===== config.mk =====
export PLATFORM = sky130hd
export DESIGN_NAME = mono_last_note_priority
export DESIGN_NICKNAME = d
export VERILOG_FILES = /design/src/mlnp_pkg.sv /design/src/mlnp_cell.sv /design/src/mlnp_stack.sv /design/src/mono_last_note_priority.sv
export SDC_FILE = /design/constraint.sdc
export NUM_CORES = 1
export LEC_CHECK = 0
export ABC_AREA = 1
export BUFFER_PORTS_ARGS = -buffer_cell sky130_fd_sc_hd__buf_2
export CORE_AREA = 5 5 139 101
export DETAILED_ROUTE_END_ITERATION = 8
export DIE_AREA = 0 0 144 106
export SYNTH_ARGS = -nofsm -noshare
export SYNTH_HDL_FRONTEND = slang
export SYNTH_SLANG_ARGS = --single-unit
export TNS_END_PERCENT = 30

===== constraint.sdc =====
create_clock -name clock -period 4.4 [get_ports clock]
set_clock_uncertainty 0.05 [all_clocks]
set_input_delay 0.44 -clock clock [delete_from_list [all_inputs] [get_ports clock]]
set_output_delay 0.44 -clock clock [all_outputs]
set_load 0.02 [all_outputs]

===== src/mlnp_pkg.sv =====
package mlnp_pkg;

   localparam int NOTE_W = 7;
   localparam int VEL_W  = 7;
   localparam int CMD_W  = 2;

   localparam int DEFAULT_STACK_DEPTH = 8;

   localparam logic [CMD_W-1:0] CMD_NOTE_ON  = 2'd0;
   localparam logic [CMD_W-1:0] CMD_NOTE_OFF = 2'd1;
   localparam logic [CMD_W-1:0] CMD_ALL_OFF  = 2'd2;

   // Operation presented to every cell of the note stack in the same cycle.
   typedef struct packed {
      logic              push;
      logic              remove;
      logic              pop;
      logic              clear;
      logic [NOTE_W-1:0] push_note;
      logic [NOTE_W-1:0] note;
   } stack_ctrl_type;

   // What the stack reports back to the voice logic.
   typedef struct packed {
      logic              found;
      logic              empty;
      logic              full;
      logic [NOTE_W-1:0] top_note;
   } stack_status_type;

   // Position of one cell relative to the fill count.
   typedef struct packed {
      logic occupied;
      logic write_slot;
      logic is_top;
   } slot_type;

endpackage


===== src/mlnp_cell.sv =====
module mlnp_cell
   import mlnp_pkg::*;
(
   input  logic              clock,
   input  stack_ctrl_type    ctrl,
   input  slot_type          slot,
   input  logic              found_in,
   input  logic [NOTE_W-1:0] top_in,
   input  logic [NOTE_W-1:0] next_note,
   output logic              found_out,
   output logic [NOTE_W-1:0] top_out,
   output logic [NOTE_W-1:0] note
);

   logic [NOTE_W-1:0] note_ff;
   logic [NOTE_W-1:0] note_in;
   logic              match;

   assign match     = slot.occupied && (note_ff == ctrl.note);
   assign found_out = found_in | match;
   assign top_out   = slot.is_top ? note_ff : top_in;
   assign note      = note_ff;

   // A removal closes the gap: every cell at or above the first match
   // takes the word of its upper neighbor.
   always_comb begin
      note_in = note_ff;
      if (ctrl.push && slot.write_slot) begin
         note_in = ctrl.push_note;
      end else if (ctrl.remove && found_out) begin
         note_in = next_note;
      end
   end

   always_ff @(posedge clock) begin
      note_ff <= note_in;
   end

endmodule


===== src/mlnp_stack.sv =====
module mlnp_stack
   import mlnp_pkg::*;
#(
   parameter int STACK_DEPTH = DEFAULT_STACK_DEPTH
)
(
   input  logic             clock,
   input  logic             reset,
   input  stack_ctrl_type   ctrl,
   output stack_status_type status
);

   localparam int CW = $clog2(STACK_DEPTH + 1);

   logic [CW-1:0]     count_ff;
   logic [CW-1:0]     count_in;
   logic [NOTE_W-1:0] notes [STACK_DEPTH];
   logic [STACK_DEPTH:0] found_chain;
   logic [NOTE_W-1:0] top_chain [STACK_DEPTH+1];

   assign found_chain[0] = 1'b0;
   assign top_chain[0]   = '0;

   for (genvar i = 0; i < STACK_DEPTH; i++) begin : g_cell
      slot_type          slot;
      logic [NOTE_W-1:0] next_note;

      assign slot.occupied   = CW'(i) < count_ff;
      assign slot.write_slot = CW'(i) == count_ff;
      assign slot.is_top     = CW'(i + 1) == count_ff;

      if (i == STACK_DEPTH - 1) begin : g_last
         assign next_note = notes[i];
      end else begin : g_inner
         assign next_note = notes[i+1];
      end

      mlnp_cell u_cell (
         .clock     (clock),
         .ctrl      (ctrl),
         .slot      (slot),
         .found_in  (found_chain[i]),
         .top_in    (top_chain[i]),
         .next_note (next_note),
         .found_out (found_chain[i+1]),
         .top_out   (top_chain[i+1]),
         .note      (notes[i])
      );
   end

   assign status.found    = found_chain[STACK_DEPTH];
   assign status.empty    = count_ff == '0;
   assign status.full     = count_ff == CW'(STACK_DEPTH);
   assign status.top_note = top_chain[STACK_DEPTH];

   always_comb begin
      count_in = count_ff;
      if (ctrl.clear) begin
         count_in = '0;
      end else if (ctrl.push && !status.full) begin
         count_in = count_ff + CW'(1);
      end else if ((ctrl.remove && status.found) || ctrl.pop) begin
         count_in = count_ff - CW'(1);
      end
   end

   always_ff @(posedge clock) begin
      if (reset) begin
         count_ff <= '0;
      end else begin
         count_ff <= count_in;
      end
   end

endmodule


===== src/mono_last_note_priority.sv =====
// Monophonic last-note-priority voice allocator with a legato note stack.
//
// Input channel (req_): one MIDI-style command per word: note on, note off
// or all notes off, with note number and velocity. A note on with zero
// velocity is treated as a note off.
// Result channel (rsp_): exactly one word per command, giving the voice
// after the command: sounding note, active flag, velocity of the last
// started note and the gate start, gate release and pitch change events.
//
// The result word is valid in the cycle after the command is accepted.
// Throughput is one command per cycle unless the receiver stalls; the
// whole update is one pass through the row of stack cells, whose match
// and top-of-stack chains ripple from the bottom cell to the top one.
// If the receiver stalls, the result word is held in the output register
// and req_ready drops until it is taken; no word is lost.
// Reset empties the stack and leaves the voice idle with velocity zero.
module mono_last_note_priority
   import mlnp_pkg::*;
#(
   parameter int STACK_DEPTH = DEFAULT_STACK_DEPTH
)
(
   input  logic              clock,
   input  logic              reset,
   input  logic              req_valid,
   output logic              req_ready,
   input  logic [CMD_W-1:0]  req_command,
   input  logic [NOTE_W-1:0] req_note,
   input  logic [VEL_W-1:0]  req_velocity,
   output logic              rsp_valid,
   input  logic              rsp_ready,
   output logic [NOTE_W-1:0] rsp_sounding_note,
   output logic              rsp_active,
   output logic [VEL_W-1:0]  rsp_note_velocity,
   output logic              rsp_gate_start,
   output logic              rsp_gate_release,
   output logic              rsp_pitch_changed
);

   logic              accept;
   logic              is_on;
   logic              is_off;
   logic              is_all;
   logic              hits_current;
   stack_ctrl_type    ctrl;
   stack_status_type  status;

   logic [NOTE_W-1:0] current_ff, current_in;
   logic              valid_ff, valid_in;
   logic [VEL_W-1:0]  vel_ff, vel_in;
   logic              start_in, release_in, changed_in;

   logic              rsp_valid_ff;
   logic              start_ff, release_ff, changed_ff;

   assign req_ready = !rsp_valid_ff || rsp_ready;
   assign accept    = req_valid && req_ready;

   assign is_on  = (req_command == CMD_NOTE_ON) && (req_velocity != '0);
   assign is_off = ((req_command == CMD_NOTE_ON) && (req_velocity == '0))
                   || (req_command == CMD_NOTE_OFF);
   assign is_all = req_command == CMD_ALL_OFF;

   assign hits_current = valid_ff && (req_note == current_ff);

   assign ctrl.push      = accept && is_on && valid_ff;
   assign ctrl.remove    = accept && is_off;
   assign ctrl.pop       = accept && is_off && !status.found && hits_current
                           && !status.empty;
   assign ctrl.clear     = accept && is_all;
   assign ctrl.push_note = current_ff;
   assign ctrl.note      = req_note;

   mlnp_stack #(
      .STACK_DEPTH (STACK_DEPTH)
   ) u_stack (
      .clock  (clock),
      .reset  (reset),
      .ctrl   (ctrl),
      .status (status)
   );

   always_comb begin
      current_in = current_ff;
      valid_in   = valid_ff;
      vel_in     = vel_ff;
      start_in   = 1'b0;
      release_in = 1'b0;
      changed_in = 1'b0;
      unique if (is_on) begin
         current_in = req_note;
         valid_in   = 1'b1;
         vel_in     = req_velocity;
         start_in   = 1'b1;
         changed_in = 1'b1;
      end else if (is_off) begin
         // A held copy of the note is removed first; only an unmatched
         // note off of the sounding note moves the voice.
         if (!status.found && hits_current) begin
            if (!status.empty) begin
               current_in = status.top_note;
               changed_in = 1'b1;
            end else begin
               current_in = '0;
               valid_in   = 1'b0;
               release_in = 1'b1;
            end
         end
      end else if (is_all) begin
         current_in = '0;
         valid_in   = 1'b0;
         release_in = valid_ff;
      end else begin
         // The unused command code leaves the voice as it is.
         current_in = current_ff;
      end
   end

   always_ff @(posedge clock) begin
      if (reset) begin
         current_ff   <= '0;
         valid_ff     <= 1'b0;
         vel_ff       <= '0;
         rsp_valid_ff <= 1'b0;
      end else begin
         if (accept) begin
            current_ff <= current_in;
            valid_ff   <= valid_in;
            vel_ff     <= vel_in;
         end
         if (accept) begin
            rsp_valid_ff <= 1'b1;
         end else if (rsp_ready) begin
            rsp_valid_ff <= 1'b0;
         end
      end
   end

   always_ff @(posedge clock) begin
      if (accept) begin
         start_ff   <= start_in;
         release_ff <= release_in;
         changed_ff <= changed_in;
      end
   end

   // The idle voice always keeps current note zero, so the state registers
   // double as the result fields.
   assign rsp_valid         = rsp_valid_ff;
   assign rsp_sounding_note = current_ff;
   assign rsp_active        = valid_ff;
   assign rsp_note_velocity = vel_ff;
   assign rsp_gate_start    = start_ff;
   assign rsp_gate_release  = release_ff;
   assign rsp_pitch_changed = changed_ff;

endmodule


# Yosys cells after proc, flatten, opt, wreduce, memory -nomap -nowiden
# Cells that the tools add are included.
# W data, S select, Z words.
# op_classes
add_sub_neg,2
multipliers,0
n_div,0
order_cmp,8
eq_ne,22
n_shift,0
n_mux,44
n_bitwise,7
n_reduce_logical,62
# op_table
cell,count
$mux W7,27
$eq A7 B7 Y1,9
$logic_and A1 B1 Y1,37
$reduce_bool A2 Y1,9
$eq A3 B4 Y1 const A,4
$lt A3 B4 Y1 const A,4
$mux W1,15
$eq A2 B4 Y1 const A,2
$lt A1 B4 Y1 const A,2
$lt A2 B4 Y1 const A,2
$mux W4,2
$logic_not A7 Y1,1
$or A1 B1 Y1,7
$reduce_bool A7 Y1,1
$ne A3 B2 Y1 const B,2
$add A4 B1 Y4 const B,1
$eq A1 B4 Y1 const A,1
$eq A4 B4 Y1 const A,1
$eq A4 B4 Y1 const B,1
$logic_not A1 Y1,4
$logic_not A4 Y1,1
$reduce_and A4 Y1,1
$sub A4 B1 Y4 const B,1
$logic_or A1 B1 Y1,3
other kinds (7),7
# totals
register_bits,79
latch_bits,0
mem_bits_rw,0
rom_bits,0
inputBits,20
output_inout_bits,20
elab_cells,161
mem_count,0

# Depth between registers and ports, before layout
# depth
depth_word,16
depth_mapped,17
mapped_depth_nobuf,16

# Modules after synthesis
# From an unflattened synthesis, not the netlist that was laid out.
# unflattened
cells_unflattened,866
area_unflattened_um2,6039.5
# modules_own_cells
module,n_inst,cells_each,area_each_um2,seq_area_each_um2
mlnp_cell,8,77,555.5,210.2
mono_last_note_priority,1,182,1176.1,410.4
mlnp_stack,1,68,419.2,80.1

# Worst setup path after synthesis
# OpenSTA, ideal clock, no wires.
# synth_path
kind,reg2reg
from,register u_stack.count_ff[0]
to,register u_stack.g_cell[5].u_cell.note_ff[0] (enable)
setup_time_ns,0.381
arrival_time_ns,1.958
required_time_ns,3.969
path_slack_ns,2.011
path_stages_with_launch,12
path_buffers,0
period_less_slack_ns,2.389
cell_sequence,dfxtp_1 inv_1 ha_1 inv_1 nor2_8 nor2_1 nand2_2 nor2_2 nor2_4 nand4_4 nor2_4 o21ai_0
# synth_between
elab_chain_cells,9
elab_cells_between_ends,21
cone_classes,order compare (6); eq/ne (1); bitwise (5); reduce/logical (9)
# synth_rtl
item,line_no,source
"start, declared",mlnp_stack.sv:15,logic [CW-1:0] count_ff;
"start signal, assigned",mlnp_stack.sv:71,count_ff <= count_in;
$lt A1 B4 Y1,mlnp_stack.sv:28,assign slot.occupied = CW'(i) < count_ff;
$logic_and A1 B1 Y1,mlnp_cell.sv:19,assign match = slot.occupied && (note_ff == ctrl.note);
$or A1 B1 Y1 (5 in a row),mlnp_cell.sv:20,assign found_out = found_in | match;
$logic_and A1 B1 Y1,mlnp_cell.sv:30,end else if (ctrl.remove && found_out) begin
$reduce_bool A2 Y1 (no line) *,-,
"end signal, assigned",mlnp_cell.sv:36,note_ff <= note_in;
"end, declared",mlnp_cell.sv:15,logic [NOTE_W-1:0] note_ff;
# Every way passes the cells marked *; elsewhere a longest branch is shown, timed or not.
# A chain may end at the register's enable or synchronous reset.

# Worst setup path in the final report
# layout_path
from,input req_velocity[0]
to,register u_stack.g_cell[3].u_cell.note_ff[6] (enable)
# layout_between
elab_chain_cells,6
elab_cells_between_ends,11
cone_classes,reduce/logical (11)
# layout_rtl
item,line_no,source
"start, declared",mono_last_note_priority.sv:29,"input logic [VEL_W-1:0] req_velocity,"
$reduce_bool A7 Y1 or $logic_not A7 Y1 (tied branches),"mono_last_note_priority.sv:59, mono_last_note_priority.sv:60",
$logic_and A1 B1 Y1 (on tied branches),"mono_last_note_priority.sv:59, mono_last_note_priority.sv:60",
$logic_and A1 B1 Y1 or $logic_or A1 B1 Y1 (tied branches),"mono_last_note_priority.sv:66, mono_last_note_priority.sv:61",
$logic_and A1 B1 Y1 (on tied branches),"mono_last_note_priority.sv:66, mono_last_note_priority.sv:67",
$logic_and A1 B1 Y1 (on tied branches),"mlnp_cell.sv:28, mlnp_cell.sv:30",
$reduce_bool A2 Y1 (no line) *,-,
"end signal, assigned",mlnp_cell.sv:36,
"end, declared",mlnp_cell.sv:15,
# Marked as above.

==> impl_metrics.toml <==
[status]
status = "finished clean"

[worst_setup_path]
crit_family = "simple AND/OR/NAND/NOR gates"
crit_start = "req_velocity[0]"
cpMaxStageDelayCell = "nor2_2"
critPathKind = "in2reg"
crit_fanout = 16
crit_arrival_ns = 2.76
crit_chain = "buf_2 -> nor4_1 -> nand2_1 -> nand2_1 -> nor2_2 -> nand2_2 -> nor2_4 -> nand3_1 -> o21ai_0"
r2r_start = "rsp_valid"
reg2reg_to = "u_stack.g_cell[3].u_cell.note[6]"
slowest_delay_ns = 0.50
cpMostUsedCell = "nand2_1"
cp-endpoint = "u_stack.g_cell[3].u_cell.note[6]"
r2r_setup_slack_ns = 1.61
r2r_cells = 7
critical_path_required_ns = 4.32
cp_num_cells = 9
end_kind = "register"
worstSetupStartpointType = "primary input"
path_buf_inv = 1

[cts]
cts.repair.resized = 0
clock-sinks = 79
clkLatencyLatePin_ns = 0.35
cts-root-buf = "clkbuf_16"
postCtsSetupRepairBufs = 0
numCtsBuffers = 9
cts_hold_buf = 0
cts_tree = "done"
cts_max_level = 3
clockBufferDepth = 2
clk_transition_reported_paths_ns = 0.06

[power]
p_leak_nw = 2.58
pwr-share-comb_pct = 9.9
clkPwrFrac_pct = 42.9
p_int_mw = 1.28
sw_frac_of_total_pct = 25.5
p_switching_uw = 439
peakVddDrop_mv = 0.166
pwr-share-seq_pct = 47.2
power_density_nw_per_um2 = 302

[sta]
hold_viol_final = 0
rsz0062_at_grt = "false"
timing.final.crit_share_pct = 64.7
slew_headroom_pct = 29.6
worst_slew_pin_slew_ns = 1.04
max_freq_ghz = 0.351
finalMaxSlewViolations = 0
setup_tns_ns = 0
fin_crit_ns = 2.85
setup_violations = 0

[floorplan]
coreArea_um2 = 12700
die_w_um = 144
start_util_pct = 40.3
io_pins = 40
die_area_um2 = 15300
num_rows = 35
dieHeight_um = 106

[synth]
ys_seq_area_share_pct = 42.3
synth_area_leaders = "edfxtp_1, nand2_1, dfxtp_1, o21ai_0, inv_1"
synth_area_um2 = 5140
syn_nets = 730
synth_cell_type_count = 41
netlist.area_leader.share_pct = 34.5
synth_warnings = 0
synth_seq_cells = 79
synthCells = 705
postSynthAreaPerCell_um2 = 7.29
synth_top_cell_by_area = "edfxtp_1"

[layout]
drive_gt1_share_pct = 10.2
area_growth_syn_to_layout_pct = 11.0
layout_commonest_cell = "nand2_1"
layout.nets = 756
insertedDiodeCount = 0
instances_no_fill = 902
mostFrequentLayoutCells = "nand2_1, o21ai_0, inv_1"
fillerInstances = 1284

[routing]
wirelength_um = 16200
num_vias = 4975
viasPerCell = 5.52
detail-route-antenna-nets = 0
first_iter_violations = 660
routedWlPerCell_um = 18.0
drc = 0
drt_first_pass_iters = 7

[grt]
grt_pass1_vias = 4739
grt_util_met2_pct = 31.8
grt_pass1_wl_um = 25700
globalRouteMet3Util_pct = 4.90
busiest_layer = "met1"
overflow = 0
grt_use_met1_pct = 32.0
grt_max_degree = 17
grtUsageTotal_pct = 21.9
antenna_found_initial = 0

[flow_run]
cap_violations = 0

[placed_design]
portBuffers = 39
finalWeightedCongestion = 0.987
dp_hpwl_um = 11800
dp_cells = 886

[hold_path]
hold_class = "in2reg"
## power groups by stage
stage | Combinational, mW | Sequential, mW | Clock, mW
floorplan | 0.0965 | 0.838 | 0
global placement | 0.166 | 0.828 | 0
detailed placement | 0.168 | 0.829 | 0
CTS | 0.169 | 0.813 | 0.743
global route | 0.188 | 0.814 | 0.777
finish | 0.171 | 0.813 | 0.738
## cell type report
class                           count  area (µm²)  share of cell area, %
Sequential cell                    79        2170                   38.1
Tap cell                          166         208                   3.64
Inverter                           81         312                   5.46
Timing Repair Buffer               39         195                   3.42
Clock buffer                        9         225                   3.95
Clock inverter                      7        63.8                   1.12
Multi-Input combinational cell    521        2530                   44.3
## synthesized netlist by cell type (all sizes together)
| cell type | instances |
|---|---|
| nor2 | 61 |
| nand2 | 241 |
| edfxtp | 59 |
| xor2 | 13 |
| o22ai | 10 |
| nand3 | 36 |
| ha | 5 |
| inv | 81 |
| dfxtp | 20 |
| or2 | 7 |
| nor3b | 1 |
| nor4 | 4 |
| buf | 11 |
| nand4 | 7 |
| o21bai | 1 |
| a21oi | 28 |
| xnor2 | 11 |
| and3 | 1 |
| a31oi | 2 |
| o221ai | 1 |
| o211ai | 5 |
| nor3 | 8 |
| a221oi | 2 |
| o2111ai | 1 |
| clkbuf | 13 |
| o21ai | 76 |
## per-layer routing
| layer | wire [µm] | up-vias |
|---|---|---|
| li1 | - | 2357 |
| met1 | 7410 | 2305 |
| met2 | 6960 | 277 |
| met3 | 1460 | 36 |
| met4 | 412 | 0 |
| met5 | 0 | - |
## sequential cells by signal, indices dropped and copies added (netlist names)
| signal | count |
|---|---|
| rsp_active | 1 |
| u_stack.count_ff | 4 |
| rsp_gate_release | 1 |
| rsp_valid | 1 |
| u_stack.g_cell.u_cell.note | 56 |
| rsp_gate_start | 1 |
| rsp_note_velocity | 7 |
| rsp_sounding_note | 7 |
| rsp_pitch_changed | 1 |
## worst register-to-register path, cell delays in order (launching register included)
cell	delay (ns)
dfxtp_1	0.30
nand2_1	0.09
nand2_1	0.09
inv_1	0.40
nand2_2	0.27
nor2_4	0.34
nand3_1	0.39
o21ai_0	0.48
## how the worst min path moves through the flow
| stage | start | endpoint | slack [ns] | cells after the start |
|---|---|---|---|---|
| 3_3_place_gp | rsp_note_velocity[5] | rsp_note_velocity[5] | 0.40 | 2 |
| 2_1_floorplan | u_stack.count_ff[1] | u_stack.count_ff[1] | 0.46 | 2 |
| 4_1_cts | req_velocity[2] | rsp_note_velocity[2] | 0.32 | 3 |
| 6_report | req_velocity[2] | rsp_note_velocity[2] | 0.33 | 3 |
| 3_5_place_dp | rsp_note_velocity[0] | rsp_note_velocity[0] | 0.41 | 2 |
| 5_1_grt | req_velocity[2] | rsp_note_velocity[2] | 0.34 | 3 |
## metrics by stage
stage	total power, mW	worst slack (ns)	utilization [%]	hold WS [ns]	cell area (µm²)
after floorplan	0.935	2.01	-	0.458	5140
final	1.72	1.55	44.7	0.326	5700
after global placement	0.994	1.40	42.5	0.404	5410
after global routing	1.78	1.29	44.7	0.339	5700
after detailed placement	0.997	1.21	42.5	0.406	5410
after CTS	1.72	1.57	44.7	0.325	5700
## logic make-up (layout without fill, tap and decap cells)
logic type	Yosys count	count (layout)	synth area share, %
xor gates and xnor gates	24	24	4.09
DFF	79	79	42.3
and+or+nand+nor	366	366	30.7
adders and majority gates	5	5	1.22
buffers and inverters	105	136	8.53
AOI/OAI and AO/OA	126	126	13.2
Note: power is estimated with default switching activity, not from simulation.
